<file path="src/mrp_pkg.sv">
// Shared types, constants and key tables of the match rule parser.
`timescale 1ns / 1ps

package mrp_pkg;

    localparam int POS_W    = 15;
    localparam int VLEN_W   = 9;
    localparam int LEN_W    = 8;
    localparam int KLEN_W   = 4;
    localparam int NUM_KEYS = 8;
    localparam int NUM_RECS = 4;
    localparam int KEY_CHARS = 16;
    localparam int SIG_CHARS = 8;

    localparam logic [POS_W-1:0]  MAX_RULE_LEN  = 15'h7FFF;
    localparam logic [VLEN_W-1:0] MAX_VALUE_LEN = 9'd255;
    localparam logic [VLEN_W-1:0] SIGNAL_LEN    = 9'd6;
    localparam logic [KLEN_W-1:0] KEY_LEN_SAT   = 4'd15;

    localparam logic [7:0] CH_NUL       = 8'h00;
    localparam logic [7:0] CH_SPACE     = 8'h20;
    localparam logic [7:0] CH_QUOTE     = 8'h27;
    localparam logic [7:0] CH_COMMA     = 8'h2C;
    localparam logic [7:0] CH_SLASH     = 8'h2F;
    localparam logic [7:0] CH_EQUALS    = 8'h3D;
    localparam logic [7:0] CH_BACKSLASH = 8'h5C;

    typedef enum logic [1:0] {
        PH_KEY,
        PH_OPENQ,
        PH_VALUE,
        PH_AFTER
    } phase_t;

    typedef enum logic [2:0] {
        KEY_TYPE,
        KEY_PATH,
        KEY_SENDER,
        KEY_MEMBER,
        KEY_IFACE,
        KEY_EAVES,
        KEY_DEST,
        KEY_PATHNS
    } key_t;

    typedef enum logic [1:0] {
        REC_PATH,
        REC_SENDER,
        REC_MEMBER,
        REC_IFACE
    } rec_t;

    localparam logic [8*KEY_CHARS-1:0] KEY_STR [NUM_KEYS] = '{
        "type", "path", "sender", "member", "interface",
        "eavesdrop", "destination", {"path_", "namespace"}
    };

    localparam logic [KLEN_W-1:0] KEY_LEN [NUM_KEYS] = '{
        4'd4, 4'd4, 4'd6, 4'd6, 4'd9, 4'd9, 4'd11, 4'd14
    };

    localparam logic [8*SIG_CHARS-1:0] SIGNAL_STR = {"signal", 16'h0000};

    typedef struct packed {
        logic [7:0] rule_byte;
        logic       last_byte;
    } rule_item_t;

    typedef struct packed {
        logic             status;
        logic [POS_W-1:0] path_offset;
        logic [LEN_W-1:0] path_length;
        logic             path_children;
        logic [POS_W-1:0] sender_offset;
        logic [LEN_W-1:0] sender_length;
        logic [POS_W-1:0] member_offset;
        logic [LEN_W-1:0] member_length;
        logic [POS_W-1:0] interface_offset;
        logic [LEN_W-1:0] interface_length;
    } result_item_t;

    typedef struct packed {
        logic [POS_W-1:0] offset;
        logic [LEN_W-1:0] length;
    } record_t;

    // Keys whose character at idx equals b.
    function automatic logic [NUM_KEYS-1:0] key_hits(input logic [KLEN_W-1:0] idx,
                                                    input logic [7:0] b);
        logic [8*KEY_CHARS-1:0] s;
        logic [NUM_KEYS-1:0]    h;
        h = '0;
        for (int k = 0; k < NUM_KEYS; k++)
        begin
            s = KEY_STR[k] << (8 * (KEY_CHARS - int'(KEY_LEN[k])));
            h[k] = (idx < KEY_LEN[k]) && (s[8*(KEY_CHARS-1-int'(idx)) +: 8] == b);
        end
        return h;
    endfunction

    // Keys of exactly length len.
    function automatic logic [NUM_KEYS-1:0] key_len_hits(input logic [KLEN_W-1:0] len);
        logic [NUM_KEYS-1:0] h;
        h = '0;
        for (int k = 0; k < NUM_KEYS; k++)
        begin
            h[k] = (KEY_LEN[k] == len);
        end
        return h;
    endfunction

    function automatic logic signal_char_ok(input logic [VLEN_W-1:0] idx,
                                            input logic [7:0] b);
        logic ok;
        ok = 1'b0;
        if (idx < SIGNAL_LEN)
        begin
            ok = (SIGNAL_STR[8*(SIG_CHARS-1-int'(idx[2:0])) +: 8] == b);
        end
        return ok;
    endfunction

endpackage

</file>
<file path="src/mrp_if.sv">
// Stream interfaces for rule bytes and parse results.
`timescale 1ns / 1ps

interface mrp_rule_if;
    logic                valid;
    logic                ready;
    mrp_pkg::rule_item_t item;

    modport source (output valid, output item, input ready);
    modport sink   (input valid, input item, output ready);
endinterface

interface mrp_result_if;
    logic                  valid;
    logic                  ready;
    mrp_pkg::result_item_t item;

    modport source (output valid, output item, input ready);
    modport sink   (input valid, input item, output ready);
endinterface

</file>
<file path="src/mrp_in_stage.sv">
// Input register slice for rule byte transactions.
`timescale 1ns / 1ps

module mrp_in_stage (
    input  logic                clk,
    input  logic                rst_n,
    mrp_rule_if.sink            rule_stream,
    input  logic                take,
    output logic                item_valid,
    output mrp_pkg::rule_item_t item
);

    logic                valid_reg;
    logic                valid_next;
    mrp_pkg::rule_item_t item_reg;
    mrp_pkg::rule_item_t item_next;
    logic                open;

    assign open              = !valid_reg || take;
    assign rule_stream.ready = open;

    always_comb
    begin
        valid_next = valid_reg;
        item_next  = item_reg;
        if (open)
        begin
            valid_next = rule_stream.valid;
            if (rule_stream.valid)
            begin
                item_next = rule_stream.item;
            end
        end
    end

    always_ff @(posedge clk or negedge rst_n)
    begin
        if (!rst_n)
        begin
            valid_reg <= 1'b0;
        end
        else
        begin
            valid_reg <= valid_next;
        end
    end

    always_ff @(posedge clk)
    begin
        item_reg <= item_next;
    end

    assign item_valid = valid_reg;
    assign item       = item_reg;

endmodule

</file>
<file path="src/mrp_parse_core.sv">
// Parse state of one rule and the per-byte next-state logic.
`timescale 1ns / 1ps

module mrp_parse_core (
    input  logic                  clk,
    input  logic                  rst_n,
    input  logic                  consume,
    input  mrp_pkg::rule_item_t   item,
    output logic                  res_load,
    output mrp_pkg::result_item_t res_item
);

    mrp_pkg::phase_t                  phase_reg, phase_next;
    logic [mrp_pkg::POS_W-1:0]        pos_reg, pos_next;
    logic [mrp_pkg::KLEN_W-1:0]       klen_reg, klen_next;
    logic [mrp_pkg::NUM_KEYS-1:0]     cand_reg, cand_next;
    logic [mrp_pkg::POS_W-1:0]        vstart_reg, vstart_next;
    logic [mrp_pkg::VLEN_W-1:0]       vlen_reg, vlen_next;
    logic                             sig_reg, sig_next;
    logic                             err_reg, err_next;
    logic                             children_reg, children_next;
    logic                             slash_reg, slash_next;
    mrp_pkg::record_t                 recs_reg [mrp_pkg::NUM_RECS];
    mrp_pkg::record_t                 recs_next [mrp_pkg::NUM_RECS];

    mrp_pkg::key_t                    which;
    logic                             found;
    logic                             do_store;
    logic                             set_children;
    mrp_pkg::rec_t                    rec_sel;
    logic [mrp_pkg::LEN_W-1:0]        rec_len;
    logic [7:0]                       b;

    assign b = item.rule_byte;

    always_comb
    begin
        which = mrp_pkg::KEY_TYPE;
        found = 1'b0;
        for (int k = 0; k < mrp_pkg::NUM_KEYS; k++)
        begin
            if (cand_reg[k])
            begin
                which = mrp_pkg::key_t'(3'(k));
                found = 1'b1;
            end
        end
    end

    always_comb
    begin
        do_store     = 1'b0;
        set_children = 1'b0;
        rec_sel      = mrp_pkg::REC_PATH;
        rec_len      = vlen_reg[mrp_pkg::LEN_W-1:0];
        case (which)
            mrp_pkg::KEY_PATH:
            begin
                do_store = 1'b1;
            end
            mrp_pkg::KEY_SENDER:
            begin
                do_store = 1'b1;
                rec_sel  = mrp_pkg::REC_SENDER;
            end
            mrp_pkg::KEY_MEMBER:
            begin
                do_store = 1'b1;
                rec_sel  = mrp_pkg::REC_MEMBER;
            end
            mrp_pkg::KEY_IFACE:
            begin
                do_store = 1'b1;
                rec_sel  = mrp_pkg::REC_IFACE;
            end
            mrp_pkg::KEY_PATHNS:
            begin
                do_store     = 1'b1;
                set_children = 1'b1;
                if ((vlen_reg != '0) && slash_reg)
                begin
                    rec_len = vlen_reg[mrp_pkg::LEN_W-1:0] - 1'b1;
                end
            end
            default:
            begin
                do_store = 1'b0;
            end
        endcase
    end

    always_comb
    begin
        phase_next    = phase_reg;
        pos_next      = pos_reg;
        klen_next     = klen_reg;
        cand_next     = cand_reg;
        vstart_next   = vstart_reg;
        vlen_next     = vlen_reg;
        sig_next      = sig_reg;
        err_next      = err_reg;
        children_next = children_reg;
        slash_next    = slash_reg;
        recs_next     = recs_reg;
        res_load      = 1'b0;
        res_item      = '0;

        if (consume)
        begin
            if (pos_reg == mrp_pkg::MAX_RULE_LEN)
            begin
                err_next = 1'b1;
            end
            else
            begin
                pos_next = pos_reg + 1'b1;
            end

            if (!err_next)
            begin
                case (phase_reg)
                    mrp_pkg::PH_KEY:
                    begin
                        if (b == mrp_pkg::CH_BACKSLASH || b == mrp_pkg::CH_SPACE ||
                            b == mrp_pkg::CH_NUL)
                        begin
                            err_next = 1'b1;
                        end
                        else if (b == mrp_pkg::CH_EQUALS)
                        begin
                            cand_next  = cand_reg & mrp_pkg::key_len_hits(klen_reg);
                            phase_next = mrp_pkg::PH_OPENQ;
                        end
                        else
                        begin
                            cand_next = cand_reg & mrp_pkg::key_hits(klen_reg, b);
                            if (klen_reg != mrp_pkg::KEY_LEN_SAT)
                            begin
                                klen_next = klen_reg + 1'b1;
                            end
                        end
                    end
                    mrp_pkg::PH_OPENQ:
                    begin
                        if (b != mrp_pkg::CH_QUOTE)
                        begin
                            err_next = 1'b1;
                        end
                        else
                        begin
                            vstart_next = pos_reg;
                            vlen_next   = '0;
                            sig_next    = 1'b1;
                            slash_next  = 1'b0;
                            phase_next  = mrp_pkg::PH_VALUE;
                        end
                    end
                    mrp_pkg::PH_VALUE:
                    begin
                        if (b == mrp_pkg::CH_BACKSLASH || b == mrp_pkg::CH_NUL)
                        begin
                            err_next = 1'b1;
                        end
                        else if (b == mrp_pkg::CH_QUOTE)
                        begin
                            phase_next = mrp_pkg::PH_AFTER;
                            if (vlen_reg > mrp_pkg::MAX_VALUE_LEN)
                            begin
                                err_next = 1'b1;
                            end
                            else if (found)
                            begin
                                if (which == mrp_pkg::KEY_TYPE)
                                begin
                                    if (!(sig_reg && vlen_reg == mrp_pkg::SIGNAL_LEN))
                                    begin
                                        err_next = 1'b1;
                                    end
                                end
                                else if (which == mrp_pkg::KEY_EAVES ||
                                         which == mrp_pkg::KEY_DEST)
                                begin
                                    err_next = 1'b1;
                                end
                                else if (do_store)
                                begin
                                    if (recs_reg[rec_sel].offset != '0)
                                    begin
                                        err_next = 1'b1;
                                    end
                                    else
                                    begin
                                        recs_next[rec_sel] = '{offset: vstart_reg,
                                                               length: rec_len};
                                        if (set_children)
                                        begin
                                            children_next = 1'b1;
                                        end
                                    end
                                end
                            end
                        end
                        else
                        begin
                            if (!mrp_pkg::signal_char_ok(vlen_reg, b))
                            begin
                                sig_next = 1'b0;
                            end
                            slash_next = (b == mrp_pkg::CH_SLASH);
                            if (vlen_reg <= mrp_pkg::MAX_VALUE_LEN)
                            begin
                                vlen_next = vlen_reg + 1'b1;
                            end
                        end
                    end
                    default:
                    begin
                        if (b != mrp_pkg::CH_COMMA)
                        begin
                            err_next = 1'b1;
                        end
                        else
                        begin
                            klen_next  = '0;
                            cand_next  = '1;
                            phase_next = mrp_pkg::PH_KEY;
                        end
                    end
                endcase
            end

            if (item.last_byte)
            begin
                res_load        = 1'b1;
                res_item.status = err_next ||
                    !((phase_next == mrp_pkg::PH_AFTER) ||
                      (phase_next == mrp_pkg::PH_KEY && klen_next == '0));
                if (!res_item.status)
                begin
                    res_item.path_offset      = recs_next[mrp_pkg::REC_PATH].offset;
                    res_item.path_length      = recs_next[mrp_pkg::REC_PATH].length;
                    res_item.path_children    = children_next;
                    res_item.sender_offset    = recs_next[mrp_pkg::REC_SENDER].offset;
                    res_item.sender_length    = recs_next[mrp_pkg::REC_SENDER].length;
                    res_item.member_offset    = recs_next[mrp_pkg::REC_MEMBER].offset;
                    res_item.member_length    = recs_next[mrp_pkg::REC_MEMBER].length;
                    res_item.interface_offset = recs_next[mrp_pkg::REC_IFACE].offset;
                    res_item.interface_length = recs_next[mrp_pkg::REC_IFACE].length;
                end

                // rearm for the next rule
                phase_next    = mrp_pkg::PH_KEY;
                pos_next      = '0;
                klen_next     = '0;
                cand_next     = '1;
                vstart_next   = '0;
                vlen_next     = '0;
                sig_next      = 1'b1;
                err_next      = 1'b0;
                children_next = 1'b0;
                slash_next    = 1'b0;
                for (int r = 0; r < mrp_pkg::NUM_RECS; r++)
                begin
                    recs_next[r] = '0;
                end
            end
        end
    end

    always_ff @(posedge clk or negedge rst_n)
    begin
        if (!rst_n)
        begin
            phase_reg    <= mrp_pkg::PH_KEY;
            pos_reg      <= '0;
            klen_reg     <= '0;
            cand_reg     <= '1;
            vstart_reg   <= '0;
            vlen_reg     <= '0;
            sig_reg      <= 1'b1;
            err_reg      <= 1'b0;
            children_reg <= 1'b0;
            slash_reg    <= 1'b0;
            for (int r = 0; r < mrp_pkg::NUM_RECS; r++)
            begin
                recs_reg[r] <= '0;
            end
        end
        else
        begin
            phase_reg    <= phase_next;
            pos_reg      <= pos_next;
            klen_reg     <= klen_next;
            cand_reg     <= cand_next;
            vstart_reg   <= vstart_next;
            vlen_reg     <= vlen_next;
            sig_reg      <= sig_next;
            err_reg      <= err_next;
            children_reg <= children_next;
            slash_reg    <= slash_next;
            recs_reg     <= recs_next;
        end
    end

endmodule

</file>
<file path="src/mrp_out_stage.sv">
// Result register driving the result transaction channel.
`timescale 1ns / 1ps

module mrp_out_stage (
    input  logic                  clk,
    input  logic                  rst_n,
    input  logic                  load,
    input  mrp_pkg::result_item_t item,
    output logic                  free,
    mrp_result_if.source          result_stream
);

    logic                  valid_reg;
    logic                  valid_next;
    mrp_pkg::result_item_t item_reg;
    mrp_pkg::result_item_t item_next;

    assign free = !valid_reg || result_stream.ready;

    always_comb
    begin
        valid_next = valid_reg;
        item_next  = item_reg;
        if (free)
        begin
            valid_next = load;
        end
        if (load)
        begin
            item_next = item;
        end
    end

    always_ff @(posedge clk or negedge rst_n)
    begin
        if (!rst_n)
        begin
            valid_reg <= 1'b0;
        end
        else
        begin
            valid_reg <= valid_next;
        end
    end

    always_ff @(posedge clk)
    begin
        item_reg <= item_next;
    end

    assign result_stream.valid = valid_reg;
    assign result_stream.item  = item_reg;

endmodule

</file>
<file path="src/match_rule_parser_unit.sv">
// Top level of the match rule parser.
//
//   channel        role    payload                             transaction
//   rule_stream    sink    rule_byte, last_byte                one rule text byte
//   result_stream  source  status, path/sender/member/         one parse result per rule
//                          interface offset and length
//
// Takes one byte per cycle sustained while the result register is not stalled; the result of a
// rule is registered through the input register and then the result register after its last byte is taken.
// Reset clears the parse state, so the first byte taken starts a new rule.
// A stalled result register holds the input register, which then drops ready.
`timescale 1ns / 1ps

module match_rule_parser_unit (
    input  logic          clk,
    input  logic          rst_n,
    mrp_rule_if.sink      rule_stream,
    mrp_result_if.source  result_stream
);

    logic                  item_valid;
    mrp_pkg::rule_item_t   item;
    logic                  take;
    logic                  out_free;
    logic                  res_load;
    mrp_pkg::result_item_t res_item;

    assign take = item_valid && out_free;

    mrp_in_stage u_in_stage (
        .clk         (clk),
        .rst_n       (rst_n),
        .rule_stream (rule_stream),
        .take        (take),
        .item_valid  (item_valid),
        .item        (item)
    );

    mrp_parse_core u_parse_core (
        .clk      (clk),
        .rst_n    (rst_n),
        .consume  (take),
        .item     (item),
        .res_load (res_load),
        .res_item (res_item)
    );

    mrp_out_stage u_out_stage (
        .clk           (clk),
        .rst_n         (rst_n),
        .load          (res_load),
        .item          (res_item),
        .free          (out_free),
        .result_stream (result_stream)
    );

endmodule

</file>
<file path="src/flat_wrapper.sv">
// flat-port wrapper written by rule: the top's interface ports become plain ports
module match_rule_parser_unit_flat 
  (clk, rst_n, rule_stream_valid, rule_stream_item, rule_stream_ready, result_stream_valid, result_stream_item, result_stream_ready);
  mrp_rule_if rule_stream_i ();
  mrp_result_if result_stream_i ();
  input  logic clk;
  input  logic rst_n;
  input wire logic [$bits(rule_stream_i.valid)-1:0] rule_stream_valid;
  input wire logic [$bits(rule_stream_i.item)-1:0] rule_stream_item;
  output wire logic [$bits(rule_stream_i.ready)-1:0] rule_stream_ready;
  output wire logic [$bits(result_stream_i.valid)-1:0] result_stream_valid;
  output wire logic [$bits(result_stream_i.item)-1:0] result_stream_item;
  input wire logic [$bits(result_stream_i.ready)-1:0] result_stream_ready;
  assign rule_stream_i.valid = rule_stream_valid;
  assign rule_stream_i.item = rule_stream_item;
  assign rule_stream_ready = rule_stream_i.ready;
  assign result_stream_valid = result_stream_i.valid;
  assign result_stream_item = result_stream_i.item;
  assign result_stream_i.ready = result_stream_ready;
  match_rule_parser_unit u_core (.clk(clk), .rst_n(rst_n), .rule_stream(rule_stream_i), .result_stream(result_stream_i));
endmodule
</file>
<file path="config.mk">
export PLATFORM = sky130hd
export DESIGN_NAME = match_rule_parser_unit_flat
export DESIGN_NICKNAME = d
export VERILOG_FILES = /design/src/mrp_pkg.sv /design/src/mrp_if.sv /design/src/mrp_in_stage.sv /design/src/mrp_parse_core.sv /design/src/mrp_out_stage.sv /design/src/match_rule_parser_unit.sv /design/src/flat_wrapper.sv
export SDC_FILE = /design/constraint.sdc
export NUM_CORES = 1
export LEC_CHECK = 0
export BUFFER_PORTS_ARGS = -buffer_cell sky130_fd_sc_hd__clkbuf_2
export CORE_MARGIN = 8
export CORE_UTILIZATION = 55
export CTS_CLUSTER_DIAMETER = 60
export DETAILED_ROUTE_END_ITERATION = 10
export HOLD_SLACK_MARGIN = 0.06
export PLACE_DENSITY = 0.81
export SLEW_MARGIN = 20
export SYNTH_ARGS = -nofsm -noshare
export SYNTH_HDL_FRONTEND = slang
export SYNTH_SLANG_ARGS = --single-unit
</file>
<file path="constraint.sdc">
create_clock -name clk -period 11 [get_ports clk]
set_input_delay 2.2 -clock clk [delete_from_list [all_inputs] [get_ports clk]]
set_output_delay 2.2 -clock clk [all_outputs]
set_load 0.02 [all_outputs]
</file>
## Word-level counts from Yosys, hierarchy flattened

Cells that the tools add are included.

| cells by class | value |
|---|---|
| $add $sub $neg | 6 |
| magnitude comparators | 10 |
| eq/ne operators | 45 |
| shifts and indexed selects | 9 |
| mux-type cells | 125 |
| bitwise operators | 5 |
| reduce and logical (&&, ||, !) cells | 44 |

Operators with widths:

| operator | count |
|---|---|
| indexed part select 128 x 8 -> 8 bit (first input constant) | 8 |
| two-way mux 92 bit | 11 |
| bitwise mux 92 bit | 1 |
| two-way mux 15 bit | 6 |
| equality test 8 bit | 9 |
| two-way mux 23 bit | 3 |
| indexed part select 64 x 7 -> 8 bit (first input constant) | 1 |
| two-way mux 1 bit | 59 |
| two-way mux 8 bit | 7 |
| two-way mux 9 bit | 6 |
| binary-select mux 23 bit (select 2 bit) | 1 |
| demux 23 bit (select 2 bit) | 1 |
| equality test 8 x 6 -> 1 bit (second input constant) | 4 |
| two-way mux 4 bit | 7 |
| two-way mux 2 bit | 9 |
| two-way mux 3 bit | 6 |
| != test 3 x 2 -> 1 bit (second input constant) | 6 |
| case mux 9 bit (2 select lines) | 1 |
| bitwise AND 8 bit | 2 |
| != test 8 x 6 -> 1 bit (second input constant) | 2 |
| case mux 8 bit (2 select lines) | 1 |
| adder 15 x 1 -> 15 bit (second input constant) | 1 |
| equality test 15 bit (second input constant) | 1 |
| nonzero test 15 bit | 1 |
| 48 further kinds | 90 |

| word-level totals | value |
|---|---|
| register bits | 254 |
| bits of input ports | 13 |

## Logic depth before layout (Yosys ltp)

Gate-level depths: netlist of run 1.

| logic depth | value |
|---|---|
| word-level depth | 27 |
| depth in mapped cells | 14 |

## Modules after synthesis

A second synthesis of run 1 with hierarchy kept.

| second synthesis, totals | value |
|---|---|
| cells, all modules | 1360 |
| area, all modules | 13787.0 sq um |

Modules (own cells, without submodules):

| module | times used | cells each | area an instance (sq um) |
|---|---|---|---|
| mrp_parse_core | 1 | 1249 | 10586.4 |
| mrp_out_stage | 1 | 97 | 2870.3 |
| mrp_in_stage | 1 | 13 | 324.1 |
| match_rule_parser_unit | 1 | 1 | 6.3 |

## Least setup slack after synthesis of run 1

Ideal clock, no wire load.

| path | value |
|---|---|
| path kind | input to register |
| start | input result_stream_ready |
| end | register u_core.u_out_stage.item_reg, in the netlist u_core.u_out_stage.result_stream.item[0] (enable) |
| library setup time | 0.495 ns |
| arrival time | 5.760 ns |
| path slack | 4.745 ns |
| cell stages on the path | 6 |
| path buffers | 2 |
| cell sequence | nand2b_1 and2_1 clkbuf_1 nand2_1 inv_1 clkbuf_1 |

| on the way | value |
|---|---|
| longest elaborated chain between the ends | 3 |

Ends and longest elaborated chain:

| element | RTL line | source |
|---|---|---|
| start, declared | flat_wrapper.sv:13 | `input wire logic [$bits(result_stream_i.ready)-1:0] result_stream_ready;` |
| logical OR 1 bit | mrp_out_stage.sv:18 | `assign free = !valid_reg \|\| result_stream.ready;` |
| logical AND 1 bit | match_rule_parser_unit.sv:28 | `assign take = item_valid && out_free;` |
| two-way mux 1 bit | mrp_parse_core.sv:108 | `if (consume)` |
| net u_core.res_load | match_rule_parser_unit.sv:25 | `logic res_load;` |
| end signal, assigned | mrp_out_stage.sv:48 | `item_reg <= item_next;` |
| end, declared | mrp_out_stage.sv:15 | `mrp_pkg::result_item_t item_reg;` |

The timed path passes the listed nets, and every way through them passes these cells.
A chain may end at the register's enable or synchronous reset.

## Worst setup path after layout of run 1

| path | value |
|---|---|
| start | input result_stream_ready |
| end | output rule_stream_ready |

| on the way | value |
|---|---|
| longest elaborated chain between the ends | 3 |

Ends and longest elaborated chain:

| element | RTL line | source |
|---|---|---|
| logical OR 1 bit | mrp_out_stage.sv:18 |  |
| logical AND 1 bit | match_rule_parser_unit.sv:28 |  |
| logical OR 1 bit | mrp_in_stage.sv:19 | `assign open = !valid_reg \|\| take;` |
| end, declared | flat_wrapper.sv:10 | `output wire logic [$bits(rule_stream_i.ready)-1:0] rule_stream_ready;` |

No other way between the ends.

==> results of run 1 <==
final cells by class:
class / instances / area [um^2] / area share [%]
Sequential cell: 254 / 6880 / 45.9
Clock inverter: 15 / 166 / 1.11
Clock buffer: 33 / 687 / 4.58
Timing Repair Buffer: 125 / 682 / 4.54
Inverter: 20 / 77.6 / 0.517
Tap cell: 324 / 405 / 2.70
Multi-Input combinational cell: 876 / 6100 / 40.7
final timing paths:
kind,depth (start not counted),startpoint,to,slack [ns]
min,1,u_core.u_parse_core.recs_reg[24]$_DFFE_PN0P_,u_core.u_parse_core.recs_reg[24]$_DFFE_PN0P_,0.49
max reg2reg,12,u_core.u_parse_core.vlen_reg[2]$_DFFE_PN0P_,u_core.u_parse_core.recs_reg[18]$_DFFE_PN0P_,6.51
min in group asynchronous,1,rst_n,u_core.u_parse_core.recs_reg[16]$_DFFE_PN0P_,1.64
max,3,result_stream_ready,rule_stream_ready,6.16
min reg2reg,1,u_core.u_parse_core.recs_reg[24]$_DFFE_PN0P_,u_core.u_parse_core.recs_reg[24]$_DFFE_PN0P_,0.49
max in group asynchronous,2,rst_n,u_core.u_parse_core.klen_reg[3]$_DFFE_PN0P_,8.18
layout by cell type (no fill, tap or decap), types with 15 or more instances in the layout:
| cell type | synthesis | layout |
|---|---|---|
| nor3_1 | 47 | 47 |
| xnor2_1 | 30 | 30 |
| nor2_1 | 61 | 61 |
| a22o_1 | 77 | 77 |
| nand2_1 | 56 | 55 |
| ha_1 | 22 | 22 |
| a31oi_1 | 15 | 15 |
| clkbuf_16 | 0 | 26 |
| edfxtp_1 | 103 | 103 |
| nor4_2 | 65 | 65 |
| clkbuf_2 | 0 | 107 |
| nor4_1 | 51 | 51 |
| inv_1 | 20 | 19 |
| o2bb2ai_1 | 34 | 34 |
| buf_4 | 2 | 15 |
| nand3_1 | 33 | 33 |
| nor2b_1 | 21 | 21 |
| a21oi_1 | 131 | 131 |
| dfrtp_1 | 142 | 142 |
| xor2_1 | 22 | 22 |
| o21ai_0 | 42 | 42 |
| nand4_1 | 18 | 18 |
cell families (layout without fill, tap and decap cells):
group,after synthesis,count (layout),share of synthesized area [%]
AO/OA/AOI/OAI,366,366,18.3
multiplexers,7,7,0.529
flip-flops,254,254,51.0
buffers and inverters,118,193,3.89
adder cells (fa/ha/maj),22,22,2.04
XOR/XNOR,52,52,3.38
AND/OR/NAND/NOR,429,429,20.8
critical path: cells and delay by family:
family / cells / cell delay [ns]
and+or+nand+nor: 1 / 0.18
buffers and inverters: 2 / 0.27
power groups by stage:
stage               Clock [mW]  Combinational [mW]  Sequential (mW)
finish                   0.880               0.659             1.11
global route             0.924               0.717             1.11
CTS                      0.890               0.650             1.10
floorplan                    0               0.535             1.11
global placement             0               0.634             1.12
detailed placement           0               0.647             1.12
through the flow:
step | std cells | power (mW) | cell area, um^2 | hold WS [ns]
after floorplan | 1248 | 1.65 | 13500 | 0.450
after detailed placement | 1599 | 1.77 | 14100 | 0.474
after CTS | 1647 | 2.64 | 15000 | 0.485
after global routing | 1647 | 2.75 | 15000 | 0.499
after global placement | 1599 | 1.75 | 14100 | 0.466
final | 1647 | 2.64 | 15000 | 0.490
per-layer routing:
| layer | share of wire, % | vias to the layer above | global-route usage (%) | routed length [um] |
|---|---|---|---|---|
| li1 | - | 4931 | - | - |
| met1 | 43 | 5393 | 32.0 | 14900 |
| met2 | 45 | 551 | 34.0 | 15500 |
| met3 | 10 | 66 | 5.53 | 3480 |
| met4 | 2.5 | 0 | 6.13 | 862 |
| met5 | 0 | - | 0 | 0 |
synth_stat cells, types with 30 or more instances:
cell type / count
dfrtp_1: 142
nor2_1: 61
edfxtp_1: 103
nor3_1: 47
clkbuf_1: 59
nor4_2: 65
nor4_1: 51
a21oi_1: 131
o2bb2ai_1: 34
xnor2_1: 30
o21ai_0: 42
nand2_1: 56
a22o_1: 77
nand3_1: 33
==> metrics.md, run 1 <==
| Metric | Value |
|---|---|
| Clk pwr share | 33.3% |
| Max incr delay on CP | 0.18 ns |
| GR Overflow Total | 0 |
| Reg power frac | 41.8% |
| Status | complete, no violations |
| Mapped cell area | 0.0135 mm^2 |
| Detailed-router iteration count before antenna repair | 5 |
| Critical path data required time | 8.80 ns |
| CP arrival | 2.64 ns |
| Worst Path Max Fanout | 3 |
| Max FFs per register | 94 |
| P_leak | 5.57 nW |
| Nets | 1,338 |
| Cell accounting for the most synthesized area | dfrtp_1 |
| Die X | 173 um |
| Vias | 10,900 |
| Max Cap Viol | 0 |
| CTS Root Cell | clkbuf_16 |
| Setup violators final | 0 |
| Skew-Pair Late Insertion Delay | 0.54 ns |
| Drt total wl | 34,700 um |
| Syn_nets | 1,283 |
| Mean Syn Cell Area | 10.8 um^2 |
| Final Hold Fails | 0 |
| Avg Vias per Cell | 6.64 |
| Cells along the critical path | clkbuf_2 > nand3b_1 > clkbuf_2 |
| CTS sink count | 254 |
| Ys Warns | 0 |
| Crit-path most repeated cell | clkbuf_2 |
| Setup slack after layout | 6.16 ns |
| Largest net degree at the start of global routing | 96 |
| Core ar. | 0.0242 mm^2 |
| Finished Core Util | 62.1% |
| Final min period | 4.84 ns |
| ANT cells | 0 |
| Number of global-route vias before repair | 10,200 |
| Clock-pin transition on the worst setup and hold timing paths | 0.06 ns |
| Post-detail-place hpwl | 23,000 um |
| Antenna Violating Nets Remaining | 0 |
| Logic pwr share | 24.9% |
| Final Slew Violations | 0 |
| VDD IR max | 0.159 mV |
| Cell Rows | 57 |
| Hold_buf cts | 0 |
| Worst slew pin tran | 1.03 ns |
| First-pass GRT wire length | 56,700 um |
| P&R area growth vs syn | 11.3% |
| Power per cell area | 176 mW/mm^2 |
| Max-slew headroom | 31.3% |
| Initial drt markers | 1,210 |
| Crit Path Class | in2out |
| Clock buffers created by TritonCTS | 26 |
| Post-synth cell types | 77 |
| Post-synth EDFFs | 103 |
| Total negative setup slack | 0 ns |
| CP endpoint kind | primary output |
| Synth top area share | 26.4% |
| Unrepaired setup endpoints after global routing | false |
| # DRC | 0 |
| Max frequency | 206 MHz |
| Int Pwr | 1.76 mW |
| Switching power | 885 uW |
| Cells after Synth | 1,248 |
| Slowest cell on crit path | nand3b_1 |
| CP startpoint kind | input pin |
| H-tree levels | 1 |
| CTS tree | yes |
| Fill count | 1,854 |
| Antenna violations before repair | 0 |
| Setup Buffers After CTS | 0 |
| Initial Util | 55.8% |
| Ranking of synthesized cells by area | dfrtp_1, edfxtp_1, nor4_2 |
| Sequential fraction of the synthesis area | 51.0% |
| Sw Share | 33.5% |
| Total global routing track utilization | 22.6% |
| GPL Wtd Cong | 0.897 |
| I/O pin count | 109 |
| Routed wire length per instance | 21.1 um |
| Place WS | 5.71 ns |
| HP Class | reg2reg |
| Die ar. | 0.0298 mm^2 |
| # port buffers | 108 |
| Dominant synthesized flop cell | dfrtp_1 |
| Post-route clock period utilization | 44.0% |
| Die Ht | 173 um |
| Max Root-Sink Buffers | 3 |
| Clock skew | 0.0223 ns |
| CTS resizes | 0 |
| Register bit total from synthesis | 254 |
| Post-synth ARST share | 59.4% |
| Share of layout cells above drive strength 1 | 19.7% |
(Power assumes the default switching activity.)
==> inputs of run 2 (changes only) <==
- ABC_AREA: default -> 1
- PLACE_DENSITY: 0.81 -> 0.84
- clock period: 11 -> 4.1 ns (I/O delays scaled with it)
==> run 2 against run 1 <==
- die area shrank 2.5%
- first-iteration DRC count rose by 15%
- global-route usage increased by 1.7 points
- synthesized cell count increased by 23%
- largest power group unchanged
- critical path type is now reg2reg
==> metrics.md, run 2 <==
| Metric | Value |
|---|---|
| Total negative setup slack | 0 ns |
| Most common library cell in the layout ignoring fill and taps | nand2_1 |
| Critical path data required time | 4.49 ns |
| Sequential fraction of the synthesis area | 52.5% |
| Post-route clock period utilization | 80.5% |
| Cell Rows | 56 |
| CTS tree | yes |
| Cells after Synth | 1,533 |
| Most common cell in the netlist | nand2_1 |
| Number of global-route vias before repair | 11,100 |
| CP endpoint kind | flip-flop |
| CTS resizes | 0 |
| Worst slew pin tran | 0.947 ns |
| Avg Vias per Cell | 5.82 |
| Die Ht | 170 um |
| CTS sink count | 254 |
| Crit Path Class | reg2reg |
| Max FFs per register | 94 |
| Nets | 1,661 |
| Met1 usage | 32.4% |
| Share of layout cells above drive strength 1 | 15.2% |
| Total global routing track utilization | 24.3% |
| CTS Root Cell | clkbuf_16 |
| # DRC | 0 |
| Reg2Reg Setup Slack | 0.80 ns |
| Register bit total from synthesis | 254 |
| Largest net degree at the start of global routing | 86 |
| Power per cell area | 488 mW/mm^2 |
| Post-DP Area | 0.0139 mm^2 |
| GR Overflow Total | 0 |
| Final min period | 3.30 ns |
| Ranking of synthesized cells by area | dfrtp_1, edfxtp_1, nand2_1 |
| Finished Core Util | 63.0% |
| Switching power | 2.47 mW |
| Ys Warns | 0 |
| Initial drt markers | 1,386 |
| ANT cells | 0 |
| Max Cap Viol | 0 |
| Core ar. | 0.0235 mm^2 |
| Routed wire length per instance | 18.1 um |
| Commonest cells after routing, fill and taps aside | nand2_1, nor2_1, inv_1 |
| Skew-Pair Late Insertion Delay | 0.55 ns |
| CP startpoint kind | flip-flop |
| Mean Syn Cell Area | 8.55 um^2 |
| Die X | 170 um |
| Placed insts | 1,916 |
| Dominant synthesized flop cell | dfrtp_1 |
| P_leak | 6.25 nW |
| GPL Wtd Cong | 0.955 |
| Logic pwr share | 25.4% |
| Status | complete, no violations |
| Setup violators final | 0 |
| Total Power | 7.21 mW |
| Post-synth cell types | 54 |
| Cell accounting for the most synthesized area | dfrtp_1 |
| CP arrival | 3.69 ns |
| Post-synth EDFFs | 103 |
| Met2 Usage GRT | 40.1% |
| Antenna Violating Nets Remaining | 0 |
| Initial Util | 55.9% |
| Reg power frac | 40.8% |
| Post-route design area | 0.0148 mm^2 |
| Syn_nets | 1,568 |
| VDD IR max | 0.352 mV |
| # port buffers | 108 |
| Int Pwr | 4.74 mW |
| GRT met3 Usage | 3.57% |
| Sw Share | 34.3% |
| Post-synth ARST share | 59.4% |
| H-tree levels | 1 |
| Vias | 11,400 |
| Antenna violations before repair | 0 |
| I/O pin count | 109 |
| Unrepaired setup endpoints after global routing | false |
| Mapped cell area | 0.0131 mm^2 |
| Max frequency | 303 MHz |
| Post-detail-place hpwl | 25,100 um |
| Die ar. | 0.0290 mm^2 |
| Setup Buffers After CTS | 0 |
| Final Hold Fails | 0 |
| Clk pwr share | 33.8% |
| Final std cells w/o fill | 1,966 |
| HP Class | in2async |
| Max-slew headroom | 36.8% |
| Clock skew | 0.0147 ns |
| Synth top area share | 27.1% |
| Worst Path Max Fanout | 45 |
| Clock buffers created by TritonCTS | 27 |
| Drt total wl | 35,500 um |
| Top cells by count, synth | nand2_1, nor2_1, inv_1 |
| Final Slew Violations | 0 |
| First-pass GRT wire length | 57,400 um |
| Busiest grt layer | met2 |
| P&R area growth vs syn | 12.8% |
| Clock-pin transition on the worst setup and hold timing paths | 0.06 ns |
| Max Root-Sink Buffers | 3 |
| Hold_buf cts | 0 |
| Detailed-router iteration count before antenna repair | 7 |
run 2: changes by cell type after synthesis, moves of 62 or more:
cell	previous run	this run
nor4_2	65	1
nor2_1	61	198
a22o_1	77	0
inv_1	20	146
o21ai_0	42	104
nand2_1	56	300
a21oi_1	131	62
run 2: worst paths after layout:
kind | from | cells after the start | end
min in group clk | rule_stream_item[0] | 1 | u_core.u_in_stage.item[0]$_DFFE_PP_
min | rst_n | 1 | u_core.u_parse_core.recs_reg[41]$_DFFE_PN0P_
max in group asynchronous | rst_n | 2 | u_core.u_parse_core.recs_reg[27]$_DFFE_PN0P_
max | u_core.u_in_stage.item[3]$_DFFE_PP_ | 15 | u_core.u_out_stage.result_stream.item[29]$_SDFFCE_PP0P_
min reg2reg | u_core.u_parse_core.pos_reg[9]$_DFFE_PN0P_ | 1 | u_core.u_parse_core.pos_reg[9]$_DFFE_PN0P_
max reg2reg | u_core.u_in_stage.item[3]$_DFFE_PP_ | 15 | u_core.u_out_stage.result_stream.item[29]$_SDFFCE_PP0P_
run 2: metal layers:
metal / vias up / share of wire, %
li1: 5348 / -
met4: 0 / 3.2
met5: - / 0
met3: 95 / 9.4
met1: 5372 / 41
met2: 631 / 47
run 2: power by group through the flow:
stage          combinational (mW)  clock, mW  sequential (mW)
4_1_cts                      1.80       2.46             2.94
6_report                     1.83       2.44             2.94
3_3_place_gp                 1.77          0             2.98
5_1_grt                      2.03       2.55             2.96
2_1_floorplan                1.28          0             3.02
3_5_place_dp                 1.78          0             2.98
run 2: kinds of logic (layout without fill, tap and decap cells):
| group | Yosys count | count (layout) | synth area share [%] |
|---|---|---|---|
| and+or+nand+nor | 687 | 687 | 22.9 |
| DFF | 254 | 254 | 52.5 |
| AOI/OAI and AO/OA | 314 | 314 | 13.3 |
| adders and majority gates | 22 | 22 | 2.10 |
| buffers and inverters | 230 | 344 | 7.46 |
| xor gates and xnor gates | 26 | 26 | 1.74 |
run 2: final cells by class:
class	instances	area [um^2]
clock inverter	16	168
inverter	169	634
clock buffer	34	722
fill	1858	8690
multi-input combinational	1049	5270
sequential	254	6880
tap	319	399
timing repair buffer	125	712
run 2: worst max-delay path, cell delays in order, from the launching register on:
cell      delay, ns
edfxtp_1       0.71
nand2_2        0.19
nor2_1         0.18
nand3_1        0.12
o21ai_1        0.23
o21ai_0        0.11
nand3_1        0.09
nand2_1        0.05
nand2_1        0.05
nand2_1        0.07
nor2_1         0.10
nand3_1        0.07
nand2_1        0.13
nand4_4        0.46
buf_12         0.39
nor2_1         0.15
run 2: stage by stage:
step	hold WS (ns)	setup slack (ns)
4_1_cts	0.364	0.850
6_report	0.351	0.800
3_5_place_dp	0.456	0.785
2_1_floorplan	0.433	0.481
3_3_place_gp	0.449	0.873
5_1_grt	0.402	0.469
==> inputs of run 3 (changes only) <==
- ABC_AREA: 1 -> 0
- PLACE_DENSITY: 0.84 -> 0.81
- clock period: 4.1 -> 3.45 ns (I/O delays scaled with it)
==> run 3 against run 2 <==
- hold slack got worse by 0.26 ns
- via count decreased by 1.6%
- sequential share of layout area decreased by 2.7 points
- wire length increased by 4.9%
- largest cell class unchanged
- flip-flop and latch count unchanged
==> metrics.md, run 3 (synthesis results as in run 1) <==
| Metric | Value |
|---|---|
| Clock buffers created by TritonCTS | 27 |
| Final Hold Fails | 0 |
| Max frequency | 302 MHz |
| H-tree levels | 1 |
| I/O pin count | 109 |
| Reg2reg end | u_core.u_out_stage.result_stream.item[82]$_SDFFCE_PP0P_ |
| Clock skew | 0.0229 ns |
| ANT cells | 0 |
| Status | complete, no violations |
| Initial drt markers | 1,460 |
| Core ar. | 0.0242 mm^2 |
| Buf+Inv Stages, Crit Path | 4 |
| Final min period | 3.31 ns |
| Clock-pin transition on the worst setup and hold timing paths | 0.06 ns |
| CTS sink count | 254 |
| Post-route clock period utilization | 95.9% |
| VDD IR max | 0.495 mV |
| Switching power | 2.94 mW |
| FF-to-FF path depth | 12 |
| Reg power frac | 39.0% |
| Post-detail-place hpwl | 25,800 um |
| Int Pwr | 5.95 mW |
| Max Root-Sink Buffers | 3 |
| Max Cap Viol | 0 |
| RR Startpoint | u_core.u_parse_core.pos_reg[1]$_DFFE_PN0P_ |
| Post-route design area | 0.0157 mm^2 |
| GPL Wtd Cong | 0.946 |
| Max FFs per register | 94 |
| Routed wire length per instance | 21.7 um |
| DR WL met3 | 3660 um |
| Placed insts | 1,663 |
| Avg Vias per Cell | 6.57 |
| Sw Share | 33.1% |
| Final Slew Violations | 0 |
| Worst path top cell family by delay | simple AND/OR/NAND/NOR gates |
| Critical path data required time | 3.79 ns |
| CTS Root Cell | clkbuf_16 |
| Metal-1 WL | 15,600 um |
| Share of layout cells above drive strength 1 | 24.3% |
| Post-DP Area | 0.0148 mm^2 |
| Fill count | 1,799 |
| Vias | 11,300 |
| Drt total wl | 37,200 um |
| Slowest cell on crit path | dfrtp_1 |
| HP Class | in2async |
| Antenna violations before repair | 0 |
| Unrepaired setup endpoints after global routing | false |
| Cell Rows | 57 |
| P_leak | 5.96 nW |
| CP arrival | 3.65 ns |
| GR Overflow Total | 0 |
| Storage cell area | 0.00688 mm^2 |
| CP startpoint kind | flip-flop |
| Crit Path Class | reg2reg |
| Number of global-route vias before repair | 10,900 |
| Worst slew pin tran | 0.887 ns |
| Most common library cell in the layout ignoring fill and taps | dfrtp_1 |
| Largest net degree at the start of global routing | 63 |
| Finished Core Util | 64.9% |
| Logic pwr share | 28.5% |
| Max incr delay on CP | 0.46 ns |
| P&R area growth vs syn | 16.3% |
| Crit path to | u_core.u_out_stage.result_stream.item[82]$_SDFFCE_PP0P_ |
| Stages on the worst setup path | 12 |
| Nets | 1,403 |
| Commonest cells after routing, fill and taps aside | dfrtp_1, a21oi_1, clkbuf_2 |
| Skew-Pair Late Insertion Delay | 0.55 ns |
| Detailed-router iteration count before antenna repair | 5 |
| Cells along the critical path | ha_2 > nand4_2 > o41ai_2 > buf_4 > buf_4 > a2111oi_0 > a21oi_1 > and4b_1 > a41oi_4 > buf_12 > buf_12 > nor4_1 |
| Met2 Wirelength | 17,400 um |
| Initial Util | 55.8% |
| Die ar. | 0.0298 mm^2 |
| Clk pwr share | 32.5% |
| WHS | 0.0897 ns |
| Die X | 173 um |
| Hold_buf cts | 0 |
| First-pass GRT wire length | 60,400 um |
| Worst Path Max Fanout | 30 |
| CTS tree | yes |
| Uppermost routed layer | met4 |
| Total negative setup slack | 0 ns |
| Reg2Reg Setup Slack | 0.14 ns |
| Max-slew headroom | 40.5% |
| # port buffers | 108 |
| Multi-input combinational cell area | 0.00614 mm^2 |
| Setup violators final | 0 |
| CP endpoint kind | flip-flop |
| # DRC | 0 |
| Power per cell area | 567 mW/mm^2 |
| Final std cells w/o fill | 1,713 |
| Die Ht | 173 um |
| Antenna Violating Nets Remaining | 0 |
| Worst Setup SP | u_core.u_parse_core.pos_reg[1]$_DFFE_PN0P_ |
| Total global routing track utilization | 24.2% |
## run 3: changes by cell type in the layout (fill, tap and decap cells not counted), sizes merged, moves of 52 or more
cell,delta
a21oi,+68
nor2,-166
inv,-148
a22o,+77
nand2,-251
buf,+64
o21ai,-113
nor4,+100
o22ai,-52
## run 3: stage by stage
stage	setup WS, ns	power (mW)
6_report	0.142	8.89
5_1_grt	0.000154	9.24
4_1_cts	0.148	8.87
3_5_place_dp	0.219	6.01
3_3_place_gp	0.231	5.96
2_1_floorplan	0.199	5.25
## run 3: how the worst min path moves through the flow
stage	start	endpoint	slack [ns]	cells after the start
3_5_place_dp	u_core.u_parse_core.recs_reg[1]$_DFFE_PN0P_	u_core.u_parse_core.recs_reg[1]$_DFFE_PN0P_	0.47	1
3_3_place_gp	u_core.u_parse_core.recs_reg[69]$_DFFE_PN0P_	u_core.u_parse_core.recs_reg[69]$_DFFE_PN0P_	0.47	1
5_1_grt	rst_n	u_core.u_parse_core.recs_reg[14]$_DFFE_PN0P_	0.12	1
2_1_floorplan	rst_n	u_core.u_in_stage.item_valid$_DFFE_PN0N_	0.39	0
4_1_cts	rst_n	u_core.u_parse_core.recs_reg[14]$_DFFE_PN0P_	0.1	1
6_report	rst_n	u_core.u_parse_core.recs_reg[40]$_DFFE_PN0P_	0.09	1
## run 3: cell type report
cell class | instances | area share, %
Clock buffer | 39 | 4.85
Clock inverter | 11 | 0.838
Inverter | 20 | 0.495
Multi-Input combinational cell | 876 | 39.2
Sequential cell | 254 | 43.9
Tap cell | 324 | 2.58
Timing Repair Buffer | 189 | 8.16
## run 3: routing by layer
layer / GRT usage (%) / vias to the layer above
met5: 0 / -
met4: 4.97 / 0
met3: 5.86 / 55
met2: 38.4 / 599
met1: 33.5 / 5551
li1: - / 5054
## run 3: timing repair
item / 4_1_cts / 5_1_grt
setup buffers: 0 / 0
gates resized for setup: 0 / 5
endpoints found under the hold margin: 0 / 0
setup endpoints to repair: 0 / 13
## run 3: power groups by stage
stage                     Sequential, mW  Combinational, mW  Clock (mW)
after floorplan                     3.55               1.71           0
after global placement              3.51               2.45           0
after detailed placement            3.52               2.50           0
after CTS                           3.46               2.51        2.91
after global routing                3.48               2.73        3.03
final                               3.46               2.54        2.89
